**config.mk**
```make
export PLATFORM = sky130hd
export DESIGN_NAME = lprsb_rot
export DESIGN_NICKNAME = d
export VERILOG_FILES = /design/src/lprsb_pkg.sv /design/src/lprsb_rot.sv
export SDC_FILE = /design/constraint.sdc
export NUM_CORES = 2
export LEC_CHECK = 0
export BUFFER_PORTS_ARGS = -buffer_cell sky130_fd_sc_hd__buf_2
export CAP_MARGIN = 20
export CORE_AREA = 2 2 364 366
export CTS_CLUSTER_DIAMETER = 60
export CTS_CLUSTER_SIZE = 8
export DETAILED_ROUTE_END_ITERATION = 16
export DIE_AREA = 0 0 366 368
export PLACE_DENSITY = 0.66
export SLEW_MARGIN = 40
export SYNTH_ARGS = -nofsm -noshare
export SYNTH_HDL_FRONTEND = slang
export SYNTH_SLANG_ARGS = --single-unit
export TNS_END_PERCENT = 50
```
**constraint.sdc**
```tcl
create_clock -name clk_i -period 10.3 [get_ports clk_i]
set_input_delay 1.03 -clock clk_i [delete_from_list [all_inputs] [get_ports clk_i]]
set_output_delay 1.03 -clock clk_i [all_outputs]
set_load 0.05 [all_outputs]
```
**src/lprsb_pkg.sv**
```systemverilog
// Shared types, constants and arithmetic helpers for the laser point transform.
package lprsb_pkg;

  localparam int CfgIdxW  = 3;
  localparam int CfgDataW = 48;

  // Midpoint and full scale of the screen in doubled raw units.
  localparam int Mid2   = 65535;
  localparam int Full2  = 131070;
  localparam int VisMin = 35;
  localparam int VisMax = 65500;

  typedef enum logic [CfgIdxW-1:0] {
    CFG_COS     = 3'd0,
    CFG_SIN     = 3'd1,
    CFG_CENTERX = 3'd2,
    CFG_CENTERY = 3'd3,
    CFG_SCALEX  = 3'd4,
    CFG_SCALEY  = 3'd5,
    CFG_COLOR   = 3'd6
  } cfg_idx_e;

  typedef struct packed {
    logic signed [16:0] cos_angle;
    logic signed [16:0] sin_angle;
    logic signed [18:0] center_x2;
    logic signed [18:0] center_y2;
    logic signed [16:0] scale_x;
    logic signed [16:0] scale_y;
    logic        [47:0] color_rgb;
  } cfg_t;

  // Rotated point, already offset by the screen midpoint.
  typedef struct packed {
    logic signed [24:0] ux;
    logic signed [24:0] uy;
    logic               blank;
  } rot_res_t;

  // Divide by 32768 with truncation toward zero.
  function automatic logic signed [26:0] trunc_q15(input logic signed [41:0] p);
    logic signed [41:0] b;
    b = p + (p[41] ? 42'sd32767 : 42'sd0);
    return b[41:15];
  endfunction

endpackage

```
**src/lprsb_rot.sv**
```systemverilog
// Rotation about the configured center: offset, four products, truncate and sum.
module lprsb_rot
  import lprsb_pkg::*;
(
  input  logic        clk_i,
  input  logic        rst_ni,
  input  cfg_t        cfg_i,
  input  logic        in_valid_i,
  output logic        in_ready_o,
  input  logic [15:0] x_i,
  input  logic [15:0] y_i,
  input  logic        blank_i,
  output logic        out_valid_o,
  input  logic        out_ready_i,
  output rot_res_t    out_o
);

  logic [2:0] v_q;
  logic [2:0] en;

  // A stage loads when it is empty or the stage after it moves on.
  assign en[2] = ~v_q[2] | out_ready_i;
  assign en[1] = ~v_q[1] | en[2];
  assign en[0] = ~v_q[0] | en[1];

  assign in_ready_o  = en[0];
  assign out_valid_o = v_q[2];

  always_ff @(posedge clk_i or negedge rst_ni) begin
    if (!rst_ni) begin
      v_q <= '0;
    end else begin
      if (en[0]) v_q[0] <= in_valid_i;
      if (en[1]) v_q[1] <= v_q[0];
      if (en[2]) v_q[2] <= v_q[1];
    end
  end

  // Stage 1: offset from the rotation center.
  logic signed [19:0] dx_q, dy_q, dx_d, dy_d;
  logic               b1_q, b2_q;

  assign dx_d = $signed({3'b000, x_i, 1'b0}) - 20'(cfg_i.center_x2);
  assign dy_d = $signed({3'b000, y_i, 1'b0}) - 20'(cfg_i.center_y2);

  always_ff @(posedge clk_i) begin
    if (en[0]) begin
      dx_q <= dx_d;
      dy_q <= dy_d;
      b1_q <= blank_i;
    end
  end

  // Stage 2: the four rotation products.
  logic signed [36:0] pxc_q, pys_q, pxs_q, pyc_q;

  always_ff @(posedge clk_i) begin
    if (en[1]) begin
      pxc_q <= dx_q * cfg_i.cos_angle;
      pys_q <= dy_q * cfg_i.sin_angle;
      pxs_q <= dx_q * cfg_i.sin_angle;
      pyc_q <= dy_q * cfg_i.cos_angle;
      b2_q  <= b1_q;
    end
  end

  // Stage 3: truncate each product, sum, and move the origin to the midpoint.
  logic signed [26:0] t_xc, t_ys, t_xs, t_yc;
  rot_res_t           res_q, res_d;

  assign t_xc = trunc_q15(42'(pxc_q));
  assign t_ys = trunc_q15(42'(pys_q));
  assign t_xs = trunc_q15(42'(pxs_q));
  assign t_yc = trunc_q15(42'(pyc_q));

  always_comb begin
    res_d.ux    = 25'(t_xc) - 25'(t_ys) + 25'(cfg_i.center_x2) - 25'(Mid2);
    res_d.uy    = 25'(t_xs) + 25'(t_yc) + 25'(cfg_i.center_y2) - 25'(Mid2);
    res_d.blank = b2_q;
  end

  always_ff @(posedge clk_i) begin
    if (en[2]) res_q <= res_d;
  end

  assign out_o = res_q;

endmodule

```
==> results.py <==
metrics = {
    "routing": {
        "via_per_inst": 5.26,
        "route.detailed.drc": 0,
        "first_pass_iters": 6,
        "num_vias": 45000,
        "ant_nets": 0,
        "totalWireLength_um": 159000,
        "drt_iter0_markers": 2490,
        "wl_per_cell_um": 18.6,
    },
    "logic_synthesis": {
        "synthAdderAreaFrac_pct": 54.2,
        "synth_edf_count": 241,
        "ys_warn_count": 0,
        "syn_nets": 8903,
        "yosys_most_used_dff": "edfxtp_1",
        "ys_ff_latch": 244,
        "netlist_instances": 6752,
        "ys_types": 72,
        "synth_xor_area_share_pct": 4.13,
        "synth_compound_area_share_pct": 5.30,
        "synth_top_area_share_pct": 43.6,
        "synthSimpleGateAreaFrac_pct": 14.4,
        "syn_area_um2": 64800,
        "synth_mux_area_share_pct": 0.0328,
        "async_flop_share_pct": 1.23,
        "avgSynthCellArea_um2": 9.60,
        "yosysTopAreaCell": "fa_1",
        "synth.area.top_cells": "fa_1, edfxtp_1, ha_1",
        "seq_area_frac_synth_pct": 11.3,
        "synth_top_family_by_area": "adder cells",
    },
    "setup_path": {
        "cpMostUsedCell": "fa_1",
        "rr_startpoint": "dy_q[6]",
        "crit_buf_inv": 6,
        "max_stage_delay_ns": 0.79,
        "worstPathRequired_ns": 10.64,
        "endpoint_kind": "register",
        "critPathSlowestCell": "edfxtp_1",
        "cp_max_fo": 25,
        "crit_start": "dy_q[6]",
        "crit_type": "register to register",
        "crit_path_start_kind": "register",
        "cpLargestDelayFamily": "adder cells",
        "crit_path_cell_trace": "buf_4, nand2_1, fa_1, inv_1, fa_1, inv_1, fa_1, inv_1, fa_1, fa_1, inv_1, fa_1, inv_1, ha_1, and3_1, nand3_1, o311ai_0, o311ai_0, a21boi_0, o21ai_0, a21oi_1, o21bai_1, a32o_1, xnor2_1",
        "arrival_ns": 8.22,
    },
    "floorplanning": {
        "die_w_um": 366,
        "die_y_um": 368,
        "pin_count": 244,
        "start_util_pct": 49.6,
        "coreArea_um2": 131000,
        "fp.dieArea_um2": 135000,
        "core.rowCount": 133,
    },
    "cells_and_area": {
        "layout_common_cells": "inv_1, fa_1, nand2_1, and2_1, ha_1",
        "drive_gt1_share_pct": 4.68,
        "area_growth_pct": 6.23,
        "num-nets-final": 8925,
        "mostFrequentLayoutCell": "inv_1",
    },
    "global_route": {
        "antenna_found_initial": 17,
        "grt_first_pass_wirelength_um": 263000,
        "grtUsageTotal_pct": 24.6,
        "grt_pass1_vias": 49200,
        "grt_overflow": 0,
        "grt_max_degree": 78,
    },
    "status": {
        "status": "finished, final reports clean",
    },
    "sta": {
        "setup_viol": 0,
        "finalCritPeriodShare_pct": 76.5,
        "slew_viol_final": 0,
        "period_minus_slack_ns": 7.88,
        "worst_pin_slew_ns": 0.894,
        "hold_viol": 0,
        "relSlewSlack_pct": 40.4,
        "fmax_ghz": 0.127,
        "rsz0062_at_grt": "false",
        "finalSetupTns_ns": 0,
        "finClkSkew_ns": 0.0223,
    },
    "clock_tree": {
        "post_cts_buffers": 0,
        "clock_latency_ns": 0.61,
        "root_buffer": "clkbuf_16",
        "tritoncts": "done",
        "clockBufferDepth": 3,
        "htreeDepth": 2,
        "cts.sinks": 244,
        "post_cts_resized": 0,
        "clk_pin_slew_ns": 0.05,
        "ctsHoldBuffers": 0,
        "cts_made_buffers": 43,
    },
    "job": {
        "maxCapViolCount": 0,
    },
    "place": {
        "gp_congestion": 0.924,
        "dp_hpwl_um": 128000,
        "io_buffer_count": 161,
    },
    "min_path": {
        "min_path_type": "primary input to asynchronous set/reset pin",
    },
}
[sequential cells by signal (all words and copies together), names as in the netlist]
signal,flops
dy_q,20
out_o,51
pxc_q,37
v_q,3
pxs_q,37
b2_q,1
pyc_q,37
b1_q,1
dx_q,20
pys_q,37
[worst reg2reg max path: stages (launching register included)]
cell and delay, ns:
edfxtp_1 0.79, buf_4 0.47, nand2_1 0.17, fa_1 0.55, inv_1 0.06, fa_1 0.50, inv_1 0.06, fa_1 0.54
inv_1 0.05, fa_1 0.48, fa_1 0.50, inv_1 0.05, fa_1 0.48, inv_1 0.04, ha_1 0.35, and3_1 0.21
nand3_1 0.08, o311ai_0 0.76, o311ai_0 0.26, a21boi_0 0.26, o21ai_0 0.16, a21oi_1 0.28, o21bai_1 0.14, a32o_1 0.27
xnor2_1 0.12
[final cells by class]
| class | instances | area [µm²] |
|---|---|---|
| diodes | 5 | 12.5 |
| clock inverters | 17 | 175 |
| well taps | 1755 | 2200 |
| inverters | 1577 | 5920 |
| clock buffers | 54 | 1120 |
| flip-flops and latches | 244 | 7310 |
| repair buffers | 240 | 1490 |
| fillers | 11900 | 61900 |
| multi-input cells | 4668 | 50600 |
[cell families after synthesis]
logic type      Yosys count
flops                   244
xor+xnor                306
simple gates           1878
mux                       2
buf+inv                1840
compound gates          522
fa+ha+maj              1960
[layer usage]
layer | global-route usage (%) | vias to the layer above | routed length (µm)
met1 | 32.2 | 23200 | 66600
li1 | - | 20300 | -
met3 | 2.93 | 281 | 8990
met5 | 0 | - | 40
met2 | 42.4 | 1243 | 77400
met4 | 8.46 | 6 | 5820
[metrics by stage]
step / utilization (%) / setup slack (ns) / hold slack, ns / std cells / area [µm²]
2_1_floorplan: - / 3.01 / 0.400 / 6752 / 64800
3_3_place_gp: 51.5 / 2.05 / 0.406 / 8478 / 67400
3_5_place_dp: 51.6 / 2.00 / 0.410 / 8480 / 67500
4_1_cts: 52.6 / 2.47 / 0.173 / 8551 / 68800
5_1_grt: 52.6 / 2.13 / 0.200 / 8556 / 68800
6_report: 52.6 / 2.42 / 0.218 / 8560 / 68900
[cell usage after synthesis, types with 10 or more instances]
| library cell | n |
|---|---|
| inv_1 | 1576 |
| fa_1 | 1413 |
| nand2_1 | 740 |
| and2_1 | 670 |
| ha_1 | 547 |
| clkbuf_1 | 262 |
| edfxtp_1 | 241 |
| xnor2_1 | 217 |
| nor2_1 | 195 |
| a21oi_1 | 145 |
| o21ai_0 | 98 |
| xor2_1 | 89 |
| a21o_1 | 84 |
| nand3_1 | 57 |
| nand2b_1 | 49 |
| nor3_1 | 39 |
| and3_1 | 34 |
| o21a_1 | 32 |
| nand4_1 | 29 |
| nor2b_1 | 23 |
| a211oi_1 | 16 |
| o21bai_1 | 16 |
| a31oi_1 | 13 |
| a2111oi_0 | 12 |
| o211ai_1 | 11 |
| nor4_1 | 10 |
| or3_1 | 10 |
[final timing paths]
check                             to  slack (ns)  cells after the start
min in group clk_i          out_o[0]        0.42                      0
max                        pys_q[35]        2.42                     24
min                           v_q[1]        0.22                      1
min reg2reg                 out_o[0]        0.42                      0
max in group asynchronous     v_q[0]        9.97                      1
max reg2reg                pys_q[35]        2.42                     24
Power is left out: the tool's default activity adds up to more than one toggle a clock period on the data nets, which glitch-free logic cannot reach.
