### config.mk
export PLATFORM = sky130hd
export DESIGN_NAME = lprsb_cfg
export DESIGN_NICKNAME = d
export VERILOG_FILES = /design/src/lprsb_pkg.sv /design/src/lprsb_cfg.sv
export SDC_FILE = /design/constraint.sdc
export NUM_CORES = 1
export LEC_CHECK = 0
export ABC_AREA = 1
export BUFFER_PORTS_ARGS = -buffer_cell sky130_fd_sc_hd__buf_4
export CORE_UTILIZATION = 50
export DETAILED_ROUTE_END_ITERATION = 10
export HOLD_SLACK_MARGIN = 0.06
export PLACE_DENSITY = 0.91
export SLEW_MARGIN = 10
export SYNTH_ARGS = -nofsm -noshare
export SYNTH_HDL_FRONTEND = slang
export SYNTH_SLANG_ARGS = --single-unit
### constraint.sdc
create_clock -name clk_i -period 1.9 [get_ports clk_i]
set_input_delay 0.095 -clock clk_i [delete_from_list [all_inputs] [get_ports clk_i]]
set_output_delay 0.095 -clock clk_i [all_outputs]
set_load 0.01 [all_outputs]
### src/lprsb_pkg.sv
// Shared types, constants and arithmetic helpers for the laser point transform.
package lprsb_pkg;

  localparam int CfgIdxW  = 3;
  localparam int CfgDataW = 48;

  // Midpoint and full scale of the screen in doubled raw units.
  localparam int Mid2   = 65535;
  localparam int Full2  = 131070;
  localparam int VisMin = 35;
  localparam int VisMax = 65500;

  typedef enum logic [CfgIdxW-1:0] {
    CFG_COS     = 3'd0,
    CFG_SIN     = 3'd1,
    CFG_CENTERX = 3'd2,
    CFG_CENTERY = 3'd3,
    CFG_SCALEX  = 3'd4,
    CFG_SCALEY  = 3'd5,
    CFG_COLOR   = 3'd6
  } cfg_idx_e;

  typedef struct packed {
    logic signed [16:0] cos_angle;
    logic signed [16:0] sin_angle;
    logic signed [18:0] center_x2;
    logic signed [18:0] center_y2;
    logic signed [16:0] scale_x;
    logic signed [16:0] scale_y;
    logic        [47:0] color_rgb;
  } cfg_t;

  // Rotated point, already offset by the screen midpoint.
  typedef struct packed {
    logic signed [24:0] ux;
    logic signed [24:0] uy;
    logic               blank;
  } rot_res_t;

  // Divide by 32768 with truncation toward zero.
  function automatic logic signed [26:0] trunc_q15(input logic signed [41:0] p);
    logic signed [41:0] b;
    b = p + (p[41] ? 42'sd32767 : 42'sd0);
    return b[41:15];
  endfunction

endpackage

### src/lprsb_cfg.sv
// Configuration register file.
module lprsb_cfg
  import lprsb_pkg::*;
(
  input  logic                clk_i,
  input  logic                rst_ni,
  input  logic                wr_valid_i,
  output logic                wr_ready_o,
  input  logic [CfgIdxW-1:0]  wr_index_i,
  input  logic [CfgDataW-1:0] wr_data_i,
  output cfg_t                cfg_o
);

  cfg_t cfg_q, cfg_d;

  assign wr_ready_o = 1'b1;

  always_comb begin
    cfg_d = cfg_q;
    if (wr_valid_i) begin
      case (cfg_idx_e'(wr_index_i))
        CFG_COS:     cfg_d.cos_angle = wr_data_i[16:0];
        CFG_SIN:     cfg_d.sin_angle = wr_data_i[16:0];
        CFG_CENTERX: cfg_d.center_x2 = wr_data_i[18:0];
        CFG_CENTERY: cfg_d.center_y2 = wr_data_i[18:0];
        CFG_SCALEX:  cfg_d.scale_x   = wr_data_i[16:0];
        CFG_SCALEY:  cfg_d.scale_y   = wr_data_i[16:0];
        CFG_COLOR:   cfg_d.color_rgb = wr_data_i;
        default:     cfg_d = cfg_q;
      endcase
    end
  end

  always_ff @(posedge clk_i or negedge rst_ni) begin
    if (!rst_ni) begin
      cfg_q.cos_angle <= 17'sd32768;
      cfg_q.sin_angle <= 17'sd0;
      cfg_q.center_x2 <= 19'sd65535;
      cfg_q.center_y2 <= 19'sd65535;
      cfg_q.scale_x   <= 17'sd32768;
      cfg_q.scale_y   <= 17'sd32768;
      cfg_q.color_rgb <= '1;
    end else begin
      cfg_q <= cfg_d;
    end
  end

  assign cfg_o = cfg_q;

endmodule

==> run_results.csv, run 1 <==
group,metric,value,unit
worst_setup_path,critPathRequiredTime,2.20,ns
logic_synthesis,synth_fp_nets,729,
power,p_sw,0.00298,W
global_route,grt_pass1_vias,5878,
layout,instances_no_fill,1089,
placement,gp_congestion,0.842,
logic_synthesis,ys_seq_area_share,65.1,%
sta,setup-violations-final,0,
logic_synthesis,netlist_area,6080,µm²
run_status,status,"finished with violations",
power,swShare,29.1,%
worst_setup_path,cp_data_arrival_time,1.90,ns
power,p_clk_share,32.7,%
clock_network,clockBufferDepth,2,
clock_network,clkTransAtPathRegs,0.06,ns
floorplanning,core,11600,µm²
logic_synthesis,synth.distinct_cells,15,
clock_network,ctsHoldBuffers,50,
job,cap_violations,0,
global_route,antenna_found_initial,0,
layout,area_delta_synth_final,46.7,%
worst_hold_path,whs_path_depth,5,
sta,rsz0062_at_grt,"false",
sta,hold_viol,0,
sta,fin_ws,0.303,ns
sta,drv_slew,0,
placement,io_buffers,207,
worst_setup_path,critPathKind,"primary input to flop",
layout,drive_gt1_share,37.0,%
sta,fin_crit_sh,84.0,%
sta,whs,0.0801,ns
clock_network,htree_levels,4,
layout,mostFrequentLayoutCell,"nand2_1",
layout,largest_reg_flops,154,
detailed_routing,viasPerCell,5.23,
detailed_routing,totalWireLength,18800,µm
global_route,grt_max_degree,64,
global_route,grt_first_pass_wirelength,30300,µm
power,seqPwrFrac,44.2,%
clock_network,cts_root_buf,"clkbuf_16",
logic_synthesis,yosys_warnings,0,
sta,finalCriticalPeriod,1.60,ns
worst_setup_path,path_max_fanout,17,
sta,totalNegativeSetupSlack,0,ns
placement,hpwl,11700,µm
sta,finClkSkew,0,ns
clock_network,cts_setup_buffers,0,
worst_hold_path,hp-class,"primary input to flop",
detailed_routing,detail-route-antenna-nets,0,
layout,insertedDiodeCount,0,
worst_setup_path,worstSetupStartpointType,"primary input",
power,combinationalPowerShare,23.1,%
detailed_routing,vias,5694,
global_route,grt_use_total,31.3,%
floorplanning,die_h,112,µm
logic_synthesis,synth.ff_latch_count,154,
logic_synthesis,syn_avg_cell_area,9.00,µm²
floorplanning,num_rows,39,
clock_network,clk_latency,0.42,ns
layout,final_cell_mix,"nand2_1 (399), buf_4 (217), dfstp_2 (83)",
clock_network,cts_inserted_buffers,17,
clock_network,cts.sinks,154,
power,power_leakage,4.74,nW
logic_synthesis,syn_inst,675,
floorplanning,die_area,12600,µm²
global_route,grt-ovfl-total,0,
sta,slew_headroom,51.3,%
sta,fmax,626,MHz
floorplanning,start_util,52.3,%
power,p_int,0.00728,W
placement,dpl.cell_count,1007,
layout,fin_nets,987,
floorplanning,io_pins,209,
worst_setup_path,ff2ff_setup_slack,1.13,ns
layout,design_area,8910,µm²
clock_network,cts_tree,"yes",
detailed_routing,firstDrtPassIters,8,
sta,worstMarginPinSlew,0.730,ns
clock_network,cts_resized,0,
power,ir_worst_vdd,0.533,mV
placement,placed_cell_area,7830,µm²
worst_setup_path,r2r_cells,2,
detailed_routing,dr.first_iter.drc_count,502,
run_status,violations,"design-rule violations",
worst_setup_path,crit_path_end_kind,"flop",
power,cellPowerDensity,1150,nW/µm²
placement,post-place-ws,0.530,ns
floorplanning,die_x,112,µm
detailed_routing,wire_per_inst,17.2,µm
detailed_routing,drc_errors,16,
## final cells by class
class / count / area, µm²
repair buffers: 272 / 2220
flip-flops and latches: 154 / 3960
clock inverters: 14 / 146
multi-input cells: 482 / 1950
clock buffers: 18 / 439
fillers: 732 / 2700
inverters: 6 / 22.5
well taps: 143 / 179
## per-stage QoR
step / utilization [%] / total power, W
6_report: 76.7 / 0.0103
5_1_grt: 76.7 / 0.0107
4_1_cts: 76.7 / 0.0102
3_5_place_dp: 67.4 / 0.00681
3_3_place_gp: 67.4 / 0.00674
2_1_floorplan: - / 0.00539
## final timing paths
kind,start,to
setup / recovery,wr_index_i[0],cfg_o[79]
hold / removal,wr_index_i[1],cfg_o[103]
setup reg to reg,cfg_o[112],cfg_o[112]
hold reg to reg,cfg_o[106],cfg_o[106]
max in group asynchronous,rst_ni,cfg_o[2]
min in group asynchronous,rst_ni,cfg_o[126]
## cell usage after synthesis
cell type / number / area share, %
nor2_2: 3 / 0.31
inv_2: 1 / 0.062
nor2_4: 2 / 0.37
dfstp_2: 83 / 36
nand3_1: 70 / 5.8
inv_1: 5 / 0.31
conb_1: 1 / 0.062
nand2_2: 4 / 0.41
nor2_1: 2 / 0.12
buf_4: 4 / 0.49
dfrtp_1: 71 / 29
clkbuf_1: 5 / 0.31
buf_1: 1 / 0.062
nand2_1: 400 / 25
buf_2: 23 / 1.9
## critical path: stages
cell,delay (ns)
dlygate4sd3_1,0.55
buf_4,0.16
nor2_2,0.09
buf_4,0.23
nand2_1,0.42
nand2_1,0.26
nand2_1,0.09
## metal layers
layer | wire length [µm] | GRT usage (%)
met5 | 0 | 0
met4 | 378 | 11.0
met3 | 1370 | 7.61
met2 | 9450 | 54.7
met1 | 7580 | 37.9
## power by group through the flow
stage | combinational (W) | sequential (W) | clock (W)
finish | 0.00237 | 0.00453 | 0.00336
global route | 0.00258 | 0.00460 | 0.00351
CTS | 0.00236 | 0.00452 | 0.00338
detailed placement | 0.00227 | 0.00454 | 0
global placement | 0.00220 | 0.00453 | 0
floorplan | 0.000583 | 0.00481 | 0
## cell families (layout without fill, tap and decap cells)
group	count (synthesis)	count (layout)	synth area share [%]
flip-flops	154	154	65.1
other	1	1	0.0617
AND/OR/NAND/NOR	481	481	31.7
buffers and inverters	39	310	3.13
Note: power is estimated with default switching activity, not from simulation.
==> run 2: changes to the inputs <==
--- a/config.mk
+++ b/config.mk
@@ -5,12 +5,12 @@
 export SDC_FILE = /design/constraint.sdc
 export NUM_CORES = 1
 export LEC_CHECK = 0
-export ABC_AREA = 1
+export ABC_AREA = 0
 export BUFFER_PORTS_ARGS = -buffer_cell sky130_fd_sc_hd__buf_4
-export CORE_UTILIZATION = 50
+export CORE_UTILIZATION = 45
 export DETAILED_ROUTE_END_ITERATION = 10
 export HOLD_SLACK_MARGIN = 0.06
-export PLACE_DENSITY = 0.91
+export PLACE_DENSITY = 0.87
 export SLEW_MARGIN = 10
 export SYNTH_ARGS = -nofsm -noshare
 export SYNTH_HDL_FRONTEND = slang
==> constraint.sdc (replaced) <==
create_clock -name clk_i -period 1.4 [get_ports clk_i]
set_input_delay 0.07 -clock clk_i [delete_from_list [all_inputs] [get_ports clk_i]]
set_output_delay 0.07 -clock clk_i [all_outputs]
set_load 0.01 [all_outputs]
==> run 2 against run 1 <==
  * The flow now finishes without violations
  * Clock skew unchanged
  * Hold slack better by 0.021 ns
  * Clock-buffer cell count rose by 5
  * Cell count decreased by 27%
  * Largest power group unchanged
==> run_results.csv, run 2 <==
group,metric,value,unit
sta,rsz0062_at_grt,"false",
floorplanning,num_rows,41,
detailed_routing,detail-route-antenna-nets,0,
global_route,grt_pass1_vias,4180,
worst_hold_path,hp-class,"primary input to async pin",
logic_synthesis,synth_fp_nets,386,
job,cap_violations,0,
clock_network,htree_levels,4,
logic_synthesis,synthTopCellsByArea,"dfstp_2 (37%), dfrtp_1 (30%), mux2_2 (29%)",
logic_synthesis,yosys-top-cells-count,"mux2_2 (152), dfstp_2 (83), dfrtp_1 (71)",
detailed_routing,viasPerCell,4.93,
logic_synthesis,synth_edf_count,0,
clock_network,cts_root_buf,"clkbuf_16",
worst_setup_path,rr_startpoint,"cfg_o[143]",
logic_synthesis,synth_ff_type,"dfstp_2",
floorplanning,die_area,13700,µm²
run_status,status,"finished clean",
logic_synthesis,synth_top_area_share,36.7,%
logic_synthesis,ys_seq_area_share,66.7,%
worst_setup_path,cp_num_buf_inv,1,
layout,insertedDiodeCount,0,
clock_network,clockBufferDepth,2,
detailed_routing,wire_per_inst,19.2,µm
worst_setup_path,cp_data_arrival_time,1.08,ns
logic_synthesis,yosys_warnings,0,
clock_network,clk_latency,0.41,ns
sta,finalCriticalPeriod,1.15,ns
worst_setup_path,critPathMaxStageDelay,0.54,ns
power,cellPowerDensity,1670,nW/µm²
sta,fin_crit_sh,82.3,%
worst_setup_path,r2r_cells,1,
sta,drv_slew,0,
worst_setup_path,path_max_fanout,2,
sta,totalNegativeSetupSlack,0,ns
worst_setup_path,crit_path_end_kind,"output port",
sta,finClkSkew,0,ns
logic_synthesis,netlist_area,5930,µm²
clock_network,clkTransAtPathRegs,0.06,ns
sta,fmax,868,MHz
logic_synthesis,syn_inst,332,
power,seqPwrFrac,42.9,%
worst_setup_path,critPathKind,"flop to output port",
worst_setup_path,reg2reg_to,"cfg_o[143]",
layout,area_delta_synth_final,50.2,%
clock_network,cts_inserted_buffers,17,
worst_setup_path,path_cells,"buf_4",
detailed_routing,dr.first_iter.drc_count,164,
logic_synthesis,synth.distinct_cells,13,
detailed_routing,vias,3897,
global_route,grt-ovfl-total,0,
layout,fin_nets,660,
power,p_sw,0.00384,W
logic_synthesis,yosys.area.top_type,"dfstp_2",
power,p_int,0.0111,W
floorplanning,core,12700,µm²
detailed_routing,drc_errors,0,
clock_network,cts.sinks,154,
power,combinationalPowerShare,24.3,%
detailed_routing,firstDrtPassIters,4,
placement,hpwl,9720,µm
logic_synthesis,syn_avg_cell_area,17.9,µm²
logic_synthesis,synthArstFlopShare,100,%
sta,setup-violations-final,0,
layout,largest_reg_flops,154,
power,swShare,25.8,%
layout,mostFrequentLayoutCell,"buf_4",
clock_network,cts_tree,"yes",
global_route,grt_first_pass_wirelength,22600,µm
placement,io_buffers,207,
floorplanning,start_util,46.6,%
power,ir_worst_vdd,1.06,mV
power,p_clk_share,32.7,%
floorplanning,io_pins,209,
logic_synthesis,yosysMostFrequentCell,"mux2_2",
global_route,grt_use_total,22.9,%
worst_setup_path,ff2ff_setup_slack,0.59,ns
layout,drive_gt1_share,79.8,%
placement,gp_congestion,0.768,
global_route,grt_max_degree,57,
worst_setup_path,critPathRequiredTime,1.33,ns
power,totalPowerFinal,0.0149,W
layout,final_cell_mix,"buf_4 (213), mux2_2 (152), dfstp_2 (83)",
sta,hold_viol,0,
logic_synthesis,synth.ff_latch_count,154,
worst_setup_path,path_delay_family,"flip-flops",
worst_setup_path,cpMaxStageDelayCell,"dfstp_2",
worst_setup_path,worstSetupStartpointType,"flop",
floorplanning,die_x,117,µm
global_route,antenna_found_initial,0,
detailed_routing,totalWireLength,15200,µm
floorplanning,die_h,117,µm
power,power_leakage,4.03,nW
-- run 2: cell count changes after synthesis, moves of 3 or more --
cell      change
buf_6         +8
nand2_1     -400
buf_2        -18
mux2_2      +152
clkbuf_1      -5
inv_1         -5
nand2_2       -4
nand3_1      -70
nor2_2        -3
-- run 2: repair_timing --
item | in CTS | in global routing
gates resized for setup | 0 | 0
buffers inserted | 0 | 0
hold buffers | 49 | 0
endpoints found under the hold margin | 237 | 0
-- run 2: layout make-up --
class                      instances  area (µm²)
timing repair buffer             271        2260
clock inverter                     9         134
tap                              172         215
sequential                       154        3960
multi-input combinational        162        1840
clock buffer                      23         509
fill                             821        3810
-- run 2: power by group through the flow --
| stage | combinational, W | sequential (W) | clock (W) |
|---|---|---|---|
| 5_1_grt | 0.00389 | 0.00652 | 0.00515 |
| 4_1_cts | 0.00366 | 0.00638 | 0.00496 |
| 3_3_place_gp | 0.00343 | 0.00636 | 0 |
| 3_5_place_dp | 0.00353 | 0.00643 | 0 |
| 2_1_floorplan | 0.000964 | 0.00684 | 0 |
| 6_report | 0.00363 | 0.00640 | 0.00488 |
-- run 2: cell families after synthesis --
family	count (synthesis)	synth area share (%)
AND/OR/NAND/NOR	7	1.58
other	1	0.0632
flip-flops	154	66.7
buffers and inverters	16	2.32
multiplexers	154	29.3
-- run 2: worst max path at each step --
stage	from	end	slack, ns	depth (start not counted)
2_1_floorplan	wr_index_i[0]	cfg_o[137]	0.21	3
3_3_place_gp	wr_index_i[0]	cfg_o[143]	0.17	4
3_5_place_dp	wr_index_i[0]	cfg_o[151]	0.15	4
4_1_cts	cfg_o[86]	cfg_o[86]	0.22	1
5_1_grt	cfg_o[89]	cfg_o[89]	0.21	1
6_report	cfg_o[89]	cfg_o[89]	0.25	1
-- run 2: layer usage --
layer  GRT usage (%)  wire length (µm)
met5               0                 0
met1            26.6              6010
met2            40.2              7980
met3            6.13               913
met4            9.70               293
-- run 2: through the flow --
stage | utilization (%) | hold WS, ns | worst slack, ns | std cells | area, µm²
floorplan | - | -0.226 | 0.212 | 332 | 5930
global placement | 61.2 | -0.0264 | 0.170 | 710 | 7780
detailed placement | 61.2 | -0.0252 | 0.149 | 710 | 7780
CTS | 70.1 | 0.0896 | 0.224 | 791 | 8920
global route | 70.1 | 0.127 | 0.212 | 791 | 8920
finish | 70.1 | 0.101 | 0.248 | 791 | 8920
